--- src/rtl/tpdc_pkg.sv ---
// ----------------------------------------------------------------------------
// tpdc_pkg
// shared types, codes and constants of the tester pin driver control block
// ----------------------------------------------------------------------------
package tpdc_pkg;

    localparam int PIN_COUNT      = 36;
    localparam int SIG_COUNT      = 30;   // non-power pins
    localparam int LEVEL_BOARDS   = 15;   // level shifter boards 0..14
    localparam int IN_TDATA_W     = 56;
    localparam int OUT_TDATA_W    = 24;

    localparam logic [3:0] LOAD_BOARD_NUM   = 4'd15;
    localparam logic [7:0] MAX_LOAD_CURRENT = 8'd127;
    localparam logic [7:0] LEVEL_INVERT     = 8'hF0;
    localparam logic [7:0] LOAD_INVERT      = 8'h3F;

    typedef enum logic [2:0] {
        CMD_SETFUNC  = 3'd0,
        CMD_MEASURE  = 3'd1,
        CMD_PULLDOWN = 3'd2,
        CMD_DATAOUT  = 3'd3,
        CMD_GROUND   = 3'd4,
        CMD_GETVALUE = 3'd5,
        CMD_GETFUNC  = 3'd6,
        CMD_LOADCUR  = 3'd7
    } t_cmd;

    localparam logic [2:0] FN_POWER    = 3'd0;
    localparam logic [2:0] FN_GND      = 3'd1;
    localparam logic [2:0] FN_INPUT    = 3'd2;
    localparam logic [2:0] FN_OUTPUT   = 3'd3;
    localparam logic [2:0] FN_DISABLED = 3'd4;

    localparam logic [1:0] ST_OK        = 2'd0;
    localparam logic [1:0] ST_BAD_PIN   = 2'd1;
    localparam logic [1:0] ST_REFUSED   = 2'd2;
    localparam logic [1:0] ST_BAD_CUR   = 2'd3;

    typedef enum logic {
        S_IDLE = 1'b0,
        S_EXEC = 1'b1
    } t_state;

    // controller to datapath commands
    typedef struct packed {
        logic load;   // capture the input beat
        logic exec;   // run the command, update state, load result register
    } t_ctrl;

endpackage

--- src/rtl/tpdc_ctrl.sv ---
// ----------------------------------------------------------------------------
// tpdc_ctrl
// handshake controller: accepts a beat, runs it, holds the result beat
// ----------------------------------------------------------------------------
module tpdc_ctrl (
    input  logic           i_clk,
    input  logic           i_rst_n,
    input  logic           i_s_axis_tvalid,
    output logic           o_s_axis_tready,
    output logic           o_m_axis_tvalid,
    input  logic           i_m_axis_tready,
    output tpdc_pkg::t_ctrl o_ctrl
);
    import tpdc_pkg::*;

    t_state r_state, n_state;
    logic   r_out_valid, n_out_valid;
    logic   s_ready;

    always_ff @(posedge i_clk) begin
        if (!i_rst_n) begin
            r_state     <= S_IDLE;
            r_out_valid <= 1'b0;
        end else begin
            r_state     <= n_state;
            r_out_valid <= n_out_valid;
        end
    end

    always_comb begin
        n_state     = r_state;
        n_out_valid = r_out_valid;
        o_ctrl      = '0;
        s_ready     = 1'b0;
        if (r_out_valid && i_m_axis_tready) begin
            n_out_valid = 1'b0;
        end
        case (r_state)
            S_IDLE: begin
                // result register is free by the time the exec cycle writes it
                s_ready = !r_out_valid || i_m_axis_tready;
                if (s_ready && i_s_axis_tvalid) begin
                    o_ctrl.load = 1'b1;
                    n_state     = S_EXEC;
                end
            end
            S_EXEC: begin
                o_ctrl.exec = 1'b1;
                n_out_valid = 1'b1;
                n_state     = S_IDLE;
            end
            default: begin
                n_state = S_IDLE;
            end
        endcase
    end

    assign o_s_axis_tready = s_ready;
    assign o_m_axis_tvalid = r_out_valid;

endmodule

--- src/rtl/tpdc_datapath.sv ---
// ----------------------------------------------------------------------------
// tpdc_datapath
// pin decode, mode and board shadow registers, command execution
// ----------------------------------------------------------------------------
module tpdc_datapath (
    input  logic                                i_clk,
    input  logic                                i_rst_n,
    input  tpdc_pkg::t_ctrl                     i_ctrl,
    input  logic [tpdc_pkg::IN_TDATA_W-1:0]     i_tdata,
    output logic [tpdc_pkg::OUT_TDATA_W-1:0]    o_tdata
);
    import tpdc_pkg::*;

    // captured input beat
    logic [2:0]  r_cmd;
    logic [5:0]  r_pin;
    logic [2:0]  r_fn;
    logic        r_flag;
    logic [7:0]  r_cur;
    logic [31:0] r_samp;

    // state
    logic [2:0]  r_mode   [SIG_COUNT];
    logic [7:0]  r_shadow [LEVEL_BOARDS];

    // result register
    logic [OUT_TDATA_W-1:0] r_out;

    // decode
    logic        pin_ok, pwr;
    logic [4:0]  k;
    logic [3:0]  bd;
    logic        slot2;
    logic [2:0]  mode;
    logic [7:0]  sh;
    logic        b_meas, b_pin, b_pd, b_do;
    logic        ok, wr;
    logic [7:0]  new_byte;
    logic [7:0]  load_byte;
    logic [1:0]  n_status;
    logic        n_wv;
    logic [3:0]  n_addr;
    logic [7:0]  n_byte;
    logic        n_pval;
    logic [2:0]  n_pfn;
    logic        mode_wr;

    always_comb begin
        pin_ok = r_pin < 6'(PIN_COUNT);
        pwr    = (r_pin <= 6'd2) || (r_pin >= 6'd18 && r_pin <= 6'd20);
        if (pwr || !pin_ok) begin
            k = 5'd0;
        end else if (r_pin < 6'd18) begin
            k = 5'(r_pin - 6'd3);
        end else begin
            k = 5'(r_pin - 6'd6);
        end
        bd    = k[4:1];
        slot2 = k[0];
        mode  = pwr ? FN_POWER : r_mode[k];
        sh    = r_shadow[bd];

        // current bits of this slot
        b_meas = slot2 ? sh[1] : sh[0];
        b_pin  = slot2 ? sh[3] : sh[2];
        b_pd   = slot2 ? sh[6] : sh[4];
        b_do   = slot2 ? sh[7] : sh[5];

        ok      = 1'b0;
        wr      = 1'b1;
        mode_wr = 1'b0;
        n_pval  = 1'b0;
        n_pfn   = 3'd0;

        case (t_cmd'(r_cmd))
            CMD_SETFUNC: begin
                ok = !pwr && mode != FN_POWER && r_fn >= FN_GND && r_fn <= FN_DISABLED;
                b_pin = (r_fn == FN_INPUT) || (r_fn == FN_OUTPUT);
                if (r_fn == FN_GND) begin
                    b_pin = 1'b1;
                    b_do  = 1'b1;
                    b_pd  = 1'b0;
                end else if (r_fn == FN_DISABLED) begin
                    b_do = 1'b0;
                    b_pd = 1'b0;
                end
                mode_wr = ok;
            end
            CMD_MEASURE: begin
                ok     = !pwr && mode != FN_POWER && mode != FN_GND;
                b_meas = r_flag;
            end
            CMD_PULLDOWN: begin
                ok   = !pwr && mode == FN_INPUT;
                b_pd = r_flag;
            end
            CMD_DATAOUT: begin
                ok   = !pwr && mode == FN_OUTPUT;
                b_do = !r_flag;
                b_pd = r_flag;
            end
            CMD_GROUND: begin
                ok   = !pwr && mode != FN_POWER;
                b_do = r_flag;
            end
            CMD_GETVALUE: begin
                wr = 1'b0;
                ok = !pwr && (mode == FN_INPUT || mode == FN_OUTPUT);
                if (ok) begin
                    n_pval = r_samp[k ^ 5'd1];
                end
            end
            CMD_GETFUNC: begin
                wr    = 1'b0;
                ok    = 1'b1;
                n_pfn = mode;
            end
            default: begin
                wr = 1'b0;   // load current handled below
            end
        endcase

        new_byte = sh;
        if (slot2) begin
            new_byte[1] = b_meas;
            new_byte[3] = b_pin;
            new_byte[6] = b_pd;
            new_byte[7] = b_do;
        end else begin
            new_byte[0] = b_meas;
            new_byte[2] = b_pin;
            new_byte[4] = b_pd;
            new_byte[5] = b_do;
        end

        load_byte = {1'b0, (r_cur != 8'd0), r_cur[6:1]};

        n_status = ST_OK;
        n_wv     = 1'b0;
        n_addr   = 4'd0;
        n_byte   = 8'd0;
        if (t_cmd'(r_cmd) == CMD_LOADCUR) begin
            n_pval = 1'b0;
            n_pfn  = 3'd0;
            if (r_cur > MAX_LOAD_CURRENT) begin
                n_status = ST_BAD_CUR;
            end else begin
                n_wv   = 1'b1;
                n_addr = LOAD_BOARD_NUM;
                n_byte = load_byte ^ LOAD_INVERT;
            end
        end else if (!pin_ok) begin
            n_status = ST_BAD_PIN;
            n_pval   = 1'b0;
            n_pfn    = 3'd0;
            mode_wr  = 1'b0;
        end else if (!ok) begin
            n_status = ST_REFUSED;
            n_pval   = 1'b0;
            n_pfn    = 3'd0;
        end else if (wr) begin
            n_wv   = 1'b1;
            n_addr = bd;
            n_byte = new_byte ^ LEVEL_INVERT;
        end
    end

    // input capture and result register, no reset on either
    always_ff @(posedge i_clk) begin
        if (i_ctrl.load) begin
            r_cmd  <= i_tdata[2:0];
            r_pin  <= i_tdata[8:3];
            r_fn   <= i_tdata[11:9];
            r_flag <= i_tdata[12];
            r_cur  <= i_tdata[20:13];
            r_samp <= i_tdata[52:21];
        end
        if (i_ctrl.exec) begin
            r_out <= {5'd0, n_pfn, n_pval, n_byte, n_addr, n_wv, n_status};
        end
    end

    // pin modes and board shadows
    always_ff @(posedge i_clk) begin
        if (!i_rst_n) begin
            for (int i = 0; i < SIG_COUNT; i++) begin
                r_mode[i] <= FN_DISABLED;
            end
            for (int i = 0; i < LEVEL_BOARDS; i++) begin
                r_shadow[i] <= 8'd0;
            end
        end else if (i_ctrl.exec) begin
            if (mode_wr) begin
                r_mode[k] <= r_fn;
            end
            if (n_wv && t_cmd'(r_cmd) != CMD_LOADCUR) begin
                r_shadow[bd] <= new_byte;
            end
        end
    end

    assign o_tdata = r_out;

endmodule

--- src/rtl/tester_pin_driver_control.sv ---
// ----------------------------------------------------------------------------
// tester_pin_driver_control
// command front end for 36 tester pins on 15 level boards and one load board
// ----------------------------------------------------------------------------
// a command beat is captured, then run in the execute state of the controller,
//   and the result beat is registered with its valid flag; no new command
//   is taken during execution, and the result register frees up as it is drained
// reset (i_rst_n low, synchronous): board shadows cleared, non-power pins
//   set to disabled, no result pending, ready in the first cycle after reset
// ----------------------------------------------------------------------------
module tester_pin_driver_control (
    input  logic        i_clk,
    input  logic        i_rst_n,
    // command beat
    input  logic        i_s_axis_tvalid,
    output logic        o_s_axis_tready,
    // [2:0] command, [8:3] pin_index, [11:9] function_code, [12] flag,
    // [20:13] load_current, [52:21] sampled_inputs, [55:53] zero
    input  logic [55:0] i_s_axis_tdata,
    // result beat
    output logic        o_m_axis_tvalid,
    input  logic        i_m_axis_tready,
    // [1:0] status, [2] write_valid, [6:3] board_address, [14:7] board_byte,
    // [15] pin_value, [18:16] pin_function, [23:19] zero
    output logic [23:0] o_m_axis_tdata
);
    import tpdc_pkg::*;

    // command strobes from the controller to the datapath
    t_ctrl ctrl;

    // controller: owns both handshakes and the result valid flag
    tpdc_ctrl u_ctrl (
        .i_clk           (i_clk),
        .i_rst_n         (i_rst_n),
        .i_s_axis_tvalid (i_s_axis_tvalid),
        .o_s_axis_tready (o_s_axis_tready),
        .o_m_axis_tvalid (o_m_axis_tvalid),
        .i_m_axis_tready (i_m_axis_tready),
        .o_ctrl          (ctrl)
    );

    // datapath: pin decode, function checks, shadow read-modify-write,
    // bus polarity inversion and the result register
    tpdc_datapath u_datapath (
        .i_clk   (i_clk),
        .i_rst_n (i_rst_n),
        .i_ctrl  (ctrl),
        .i_tdata (i_s_axis_tdata),
        .o_tdata (o_m_axis_tdata)
    );

endmodule
--- config.mk ---
export PLATFORM = sky130hd
export DESIGN_NAME = tester_pin_driver_control
export DESIGN_NICKNAME = d
export VERILOG_FILES = /design/src/rtl/tpdc_pkg.sv /design/src/rtl/tpdc_ctrl.sv /design/src/rtl/tpdc_datapath.sv /design/src/rtl/tester_pin_driver_control.sv
export SDC_FILE = /design/constraint.sdc
export NUM_CORES = 1
export LEC_CHECK = 0
export BUFFER_PORTS_ARGS = -buffer_cell sky130_fd_sc_hd__buf_2
export CAP_MARGIN = 20
export CORE_ASPECT_RATIO = 1.4
export CORE_MARGIN = 2
export CORE_UTILIZATION = 60
export CTS_BUF_LIST = sky130_fd_sc_hd__clkbuf_8
export CTS_CLUSTER_DIAMETER = 80
export DETAILED_ROUTE_END_ITERATION = 10
export PLACE_DENSITY = 0.78
export SYNTH_ARGS = -nofsm -noshare
export SYNTH_HDL_FRONTEND = slang
export SYNTH_SLANG_ARGS = --single-unit
--- constraint.sdc ---
create_clock -name i_clk -period 5.46 [get_ports i_clk]
set_input_delay 0.819 -clock i_clk [delete_from_list [all_inputs] [get_ports i_clk]]
set_output_delay 0.819 -clock i_clk [all_outputs]
set_load 0.1 [all_outputs]
Word-level counts from Yosys, hierarchy flattened:

Memories as Yosys holds them, arrays and structs flattened.
Index checks and enable logic that the tools add are counted.

* register bits after elaboration: 74
* RAM bits: 210
* bits of input ports: 60
* logic and storage cells: 148
* memories: 2

Memory list
* u_datapath.r_shadow: depth 15, width 8, rd ports 1, clocked after Yosys merged registers in 0, wr ports 15, RTL line tpdc_datapath.sv:24 `logic [7:0] r_shadow [LEVEL_BOARDS];`
* u_datapath.r_mode: depth 30, width 3, rd ports 1, clocked after Yosys merged registers in 0, wr ports 30, RTL line tpdc_datapath.sv:23 `logic [2:0] r_mode [SIG_COUNT];`

* add/subtract/negate cells: 2
* magnitude comparators: 9
* eq/ne operators: 15
* mux-type cells: 70
* bitwise gates (word level): 9
* reduce and logical (&&, ||, !) cells: 30

Operator list (count)
* $mux W1: 42
* $mux W8: 5
* $mux W4: 6
* $eq A3 B2 Y1 const B: 6
* $eq A3 B3 Y1 const B: 5
* $mux W5: 3
* $mux W2: 6
* $logic_and A1 B1 Y1: 11
* $reduce_or A5 Y1: 2
* $gt A8 B7 Y1 const B: 1
* $reduce_bool A8 Y1: 1
* $reduce_or A8 Y1: 1
* $mux W7: 1
* $not A1 Y1: 7
* $pmux W1 S7: 1
* $eq A3 B1 Y1 const B: 2
* $ge A6 B5 Y1 const B: 1
* $le A6 B2 Y1 const B: 1
* $le A6 B5 Y1 const B: 1
* $lt A5 B6 Y1 const B: 1
* $lt A6 B5 Y1 const B: 1
* $lt A6 B6 Y1 const B: 1
* $mux W3: 2
* $not A6 Y6: 1
* 18 further kinds: 26

Depth between registers and ports, before layout:

An unclocked memory read counts as a cell.

* word-level depth: 22
* depth in mapped cells: 18

Modules after synthesis:

From an unflattened synthesis, not the netlist that was laid out.

* cells, all modules: 1176
* area, all modules: 13952.1 sq um

By module, submodules not included
* tpdc_datapath: times used 1, cells an instance 1167, area an instance 13848.3 sq um, sequential area each 8888.5 sq um
* tpdc_ctrl: times used 1, cells an instance 9, area an instance 103.8 sq um, sequential area each 40.0 sq um

Worst setup path before layout:

No wires, ideal clock.

* kind: reg-to-reg
* start point: reg u_datapath.r_pin[0]
* end point: mem u_datapath.r_shadow[1][0], enable pin
* library setup time: 384 ps
* data arrival time: 4155 ps
* required time: 5076 ps
* path slack: 921 ps
* stages on the path, launching flop included: 15
* buffers on the path: 3
* clock period less this slack: 4539 ps
* path through: edfxtp_1 > clkbuf_1 > inv_1 > ha_1 > or2_2 > o21ai_1 > buf_4 > o32a_1 > a21oi_1 > or4_4 > o21ba_1 > o31ai_2 > a32oi_4 > buf_2 > o21ai_0

RTL lines
* start: declaration: RTL line tpdc_datapath.sv:16 `logic [5:0] r_pin;`
* start signal: assignment: RTL line tpdc_datapath.sv:172 `r_pin <= i_tdata[8:3];`
* end: declaration: RTL line tpdc_datapath.sv:24

==> out/qor.csv <==
metric,value,unit
min_path_type,in2reg,
power_density,322,nW/µm²
boundaryPins,86,
synthArstFlopShare,0,%
reg2reg_to,u_datapath.r_mode[14][0]$_SDFFCE_PN0P_,
finalNetCount,1431,
cts_tree,done,
slew_headroom,25.2,%
fin_setup_tns,0,ns
post-route-min-period,5.27,ns
drc,0,
drt-initial-drc-count,1651,
outcome,finished clean,
mostFrequentLayoutCells,"296 x edfxtp_1, 125 x nor2_1, 97 x buf_4",
core_region_area,24400,µm²
met3_usage,5.81,%
fp.dieH,190,µm
track_usage,33.3,%
fmax,0.190,GHz
critPathKind,reg2reg,
grt_pass1_vias,11400,
vdd_drop_max,0.226,mV
cts.reportedPaths.clkPinSlew,0.06,ns
cts_inserted_buffers,45,
postCtsSetupBuffers,0,
yosys_most_used_dff,edfxtp_1,
wl_per_cell,24.8,µm
clkSinkCount,298,
htree_levels,2,
rows,68,
initial_core_util,60.5,%
fillers,1786,
grt_max_degree,54,
hold_viol_final,0,
critPathArrivalTime,5.45,ns
ctsResizeCount,0,
via_per_inst,6.68,
drive_gt1_share,23.1,%
cp-end-kind,flip-flop,
dp_hpwl,29.2,mm
top_usage_layer,met2,
synth.avg_cell_area,11.8,µm²
io_buffers,77,
hold_depth,1,
cp_max_fo,20,
synth_edf_count,296,
yosysUniqueCellTypes,90,
syn_inst,1249,
grt_pass1_wl,64.8,mm
rrSetupSlack,0.19,ns
seq_area_frac_synth,60.4,%
final_common_cell,edfxtp_1,
crit_required,5.65,ns
tightest_slew,1.11,ns
max-cap-violations,0,
synth_seq_cells,298,
start_kind,flip-flop,
clock_skew,0.0268,ns
r2r_start,u_datapath.r_pin[1]$_DFFE_PP_,
synth_area,14800,µm²
hold_slack,0.429,ns
hold-path-endpoint,u_datapath.r_samp[23]$_DFFE_PP_,
clk_latency,0.57,ns
overflow,0,
rsz0062_at_grt,false,
via_count,11500,
p_leak,5.52,nW
grt.met1_usage,40.6,%
min_from,i_s_axis_tdata[44],
holdBufCountCts,0,
wirelength,42.5,mm
setup_viol,0,
area.growth.synth_to_final,12.7,%
drt_pre_antenna_iters,6,
die-area,25900,µm²
timing.final.crit_share,96.5,%
grt_antenna_before_repair,0,
num_antenna_cells,0,
ff2ff_path_depth,15,
place.gp.congestion,0.966,
drtAntennaViolNets,0,
slew_violations,0,
grtUsageMet2,57.1,%
synth_warnings,0,
cts_max_path_buffers,3,
die_w,137,µm
cts_root_buf,clkbuf_8,
-- through the flow --
step           utilization (%)  setup WS [ns]  instance area, µm²  std cells  total power, mW
5_1_grt                   68.2         0.0403               16700       1715             5.51
3_5_place_dp              64.8          0.218               15800       1634             3.67
4_1_cts                   68.1          0.184               16600       1714             5.35
2_1_floorplan                -          0.921               14800       1253             3.31
3_3_place_gp              64.8          0.314               15800       1634             3.65
6_report                  68.2          0.191               16700       1715             5.37
-- cells in the mapped netlist, types with 10 or more instances --
cell type	instances	area (µm²)
o211ai_1	10	75.1
nor3b_1	33	248
o21ai_0	65	325
edfxtp_1	296	8890
clkbuf_1	46	173
nor3_2	42	420
buf_2	38	190
nor2b_1	19	119
o22ai_1	18	113
nand3_1	18	90.1
nand4_1	19	119
a21oi_1	54	270
nor2_1	127	477
inv_1	12	45.0
and2_1	10	62.6
nor3_1	73	365
nand2_1	91	342
o32ai_1	11	96.3
o31ai_1	19	143
o32a_1	19	190
buf_4	16	120
-- state kept, by name (all words and copies together) (netlist names), 3 cells and up --
| register | cells |
|---|---|
| u_datapath.o_tdata | 19 |
| u_datapath.r_cmd | 3 |
| u_datapath.r_cur | 8 |
| u_datapath.r_fn | 3 |
| u_datapath.r_mode | 96 |
| u_datapath.r_pin | 6 |
| u_datapath.r_samp | 32 |
| u_datapath.r_shadow | 128 |
-- layout make-up --
| type | instances | area, µm² | share of cell area [%] |
|---|---|---|---|
| sequential | 298 | 8930 | 53.6 |
| multi-input combinational | 834 | 5310 | 31.9 |
| timing repair buffer | 176 | 1150 | 6.93 |
| clock buffer | 49 | 674 | 4.05 |
| tap | 315 | 394 | 2.37 |
| clock inverter | 31 | 150 | 0.901 |
| inverter | 12 | 45.0 | 0.270 |
-- kinds of logic after synthesis --
kind of cell	after synthesis	synth area share [%]
AOI/OAI and AO/OA	319	15.7
xor gates and xnor gates	4	0.237
adders and majority gates	4	0.339
buffers and inverters	121	4.11
DFF	298	60.4
muxes	15	1.07
other	1	0.0254
and+or+nand+nor	487	18.1
-- worst max-delay path, stage by stage (launching register included) --
cell	delay, ns
edfxtp_1	0.49
buf_4	0.23
ha_1	0.19
nor3b_2	0.29
a2111oi_2	0.14
o211ai_2	0.69
buf_4	0.31
buf_4	0.19
nor3_1	0.06
o31ai_1	0.29
o2111ai_1	0.32
or2_1	0.40
nand3_2	0.25
nand3_1	0.24
buf_4	0.30
o21ai_0	0.46
-- layer usage --
metal	wire length, µm	part of all wire, %
met2	21600	51
met1	14600	34
met5	0	0
met3	4130	9.7
met4	2230	5.2
-- how the worst max path moves through the flow --
stage / start / to / slack [ns]
after floorplan: u_datapath.r_pin[0]$_DFFE_PP_ / u_datapath.r_shadow[1][0]$_SDFFCE_PN0P_ / 0.92
after global placement: u_datapath.r_pin[2]$_DFFE_PP_ / u_datapath.r_mode[6][1]$_SDFFCE_PN0P_ / 0.31
after detailed placement: u_datapath.r_pin[2]$_DFFE_PP_ / u_datapath.r_mode[14][1]$_SDFFCE_PN0P_ / 0.22
after CTS: u_datapath.r_pin[2]$_DFFE_PP_ / u_datapath.r_mode[14][0]$_SDFFCE_PN0P_ / 0.18
after global routing: u_datapath.r_pin[1]$_DFFE_PP_ / u_datapath.r_mode[14][0]$_SDFFCE_PN0P_ / 0.04
final: u_datapath.r_pin[1]$_DFFE_PP_ / u_datapath.r_mode[14][0]$_SDFFCE_PN0P_ / 0.19
-- where the power goes --
group          leakage, nW  internal (mW)  total [mW]  switching, mW
clock                0.475          0.869        1.72          0.846
sequential            2.90           2.60        2.65         0.0449
combinational         2.14          0.294        1.01          0.714
total                 5.52           3.77        5.37           1.61
No activity file was read; power rests on OpenSTA's default activity.
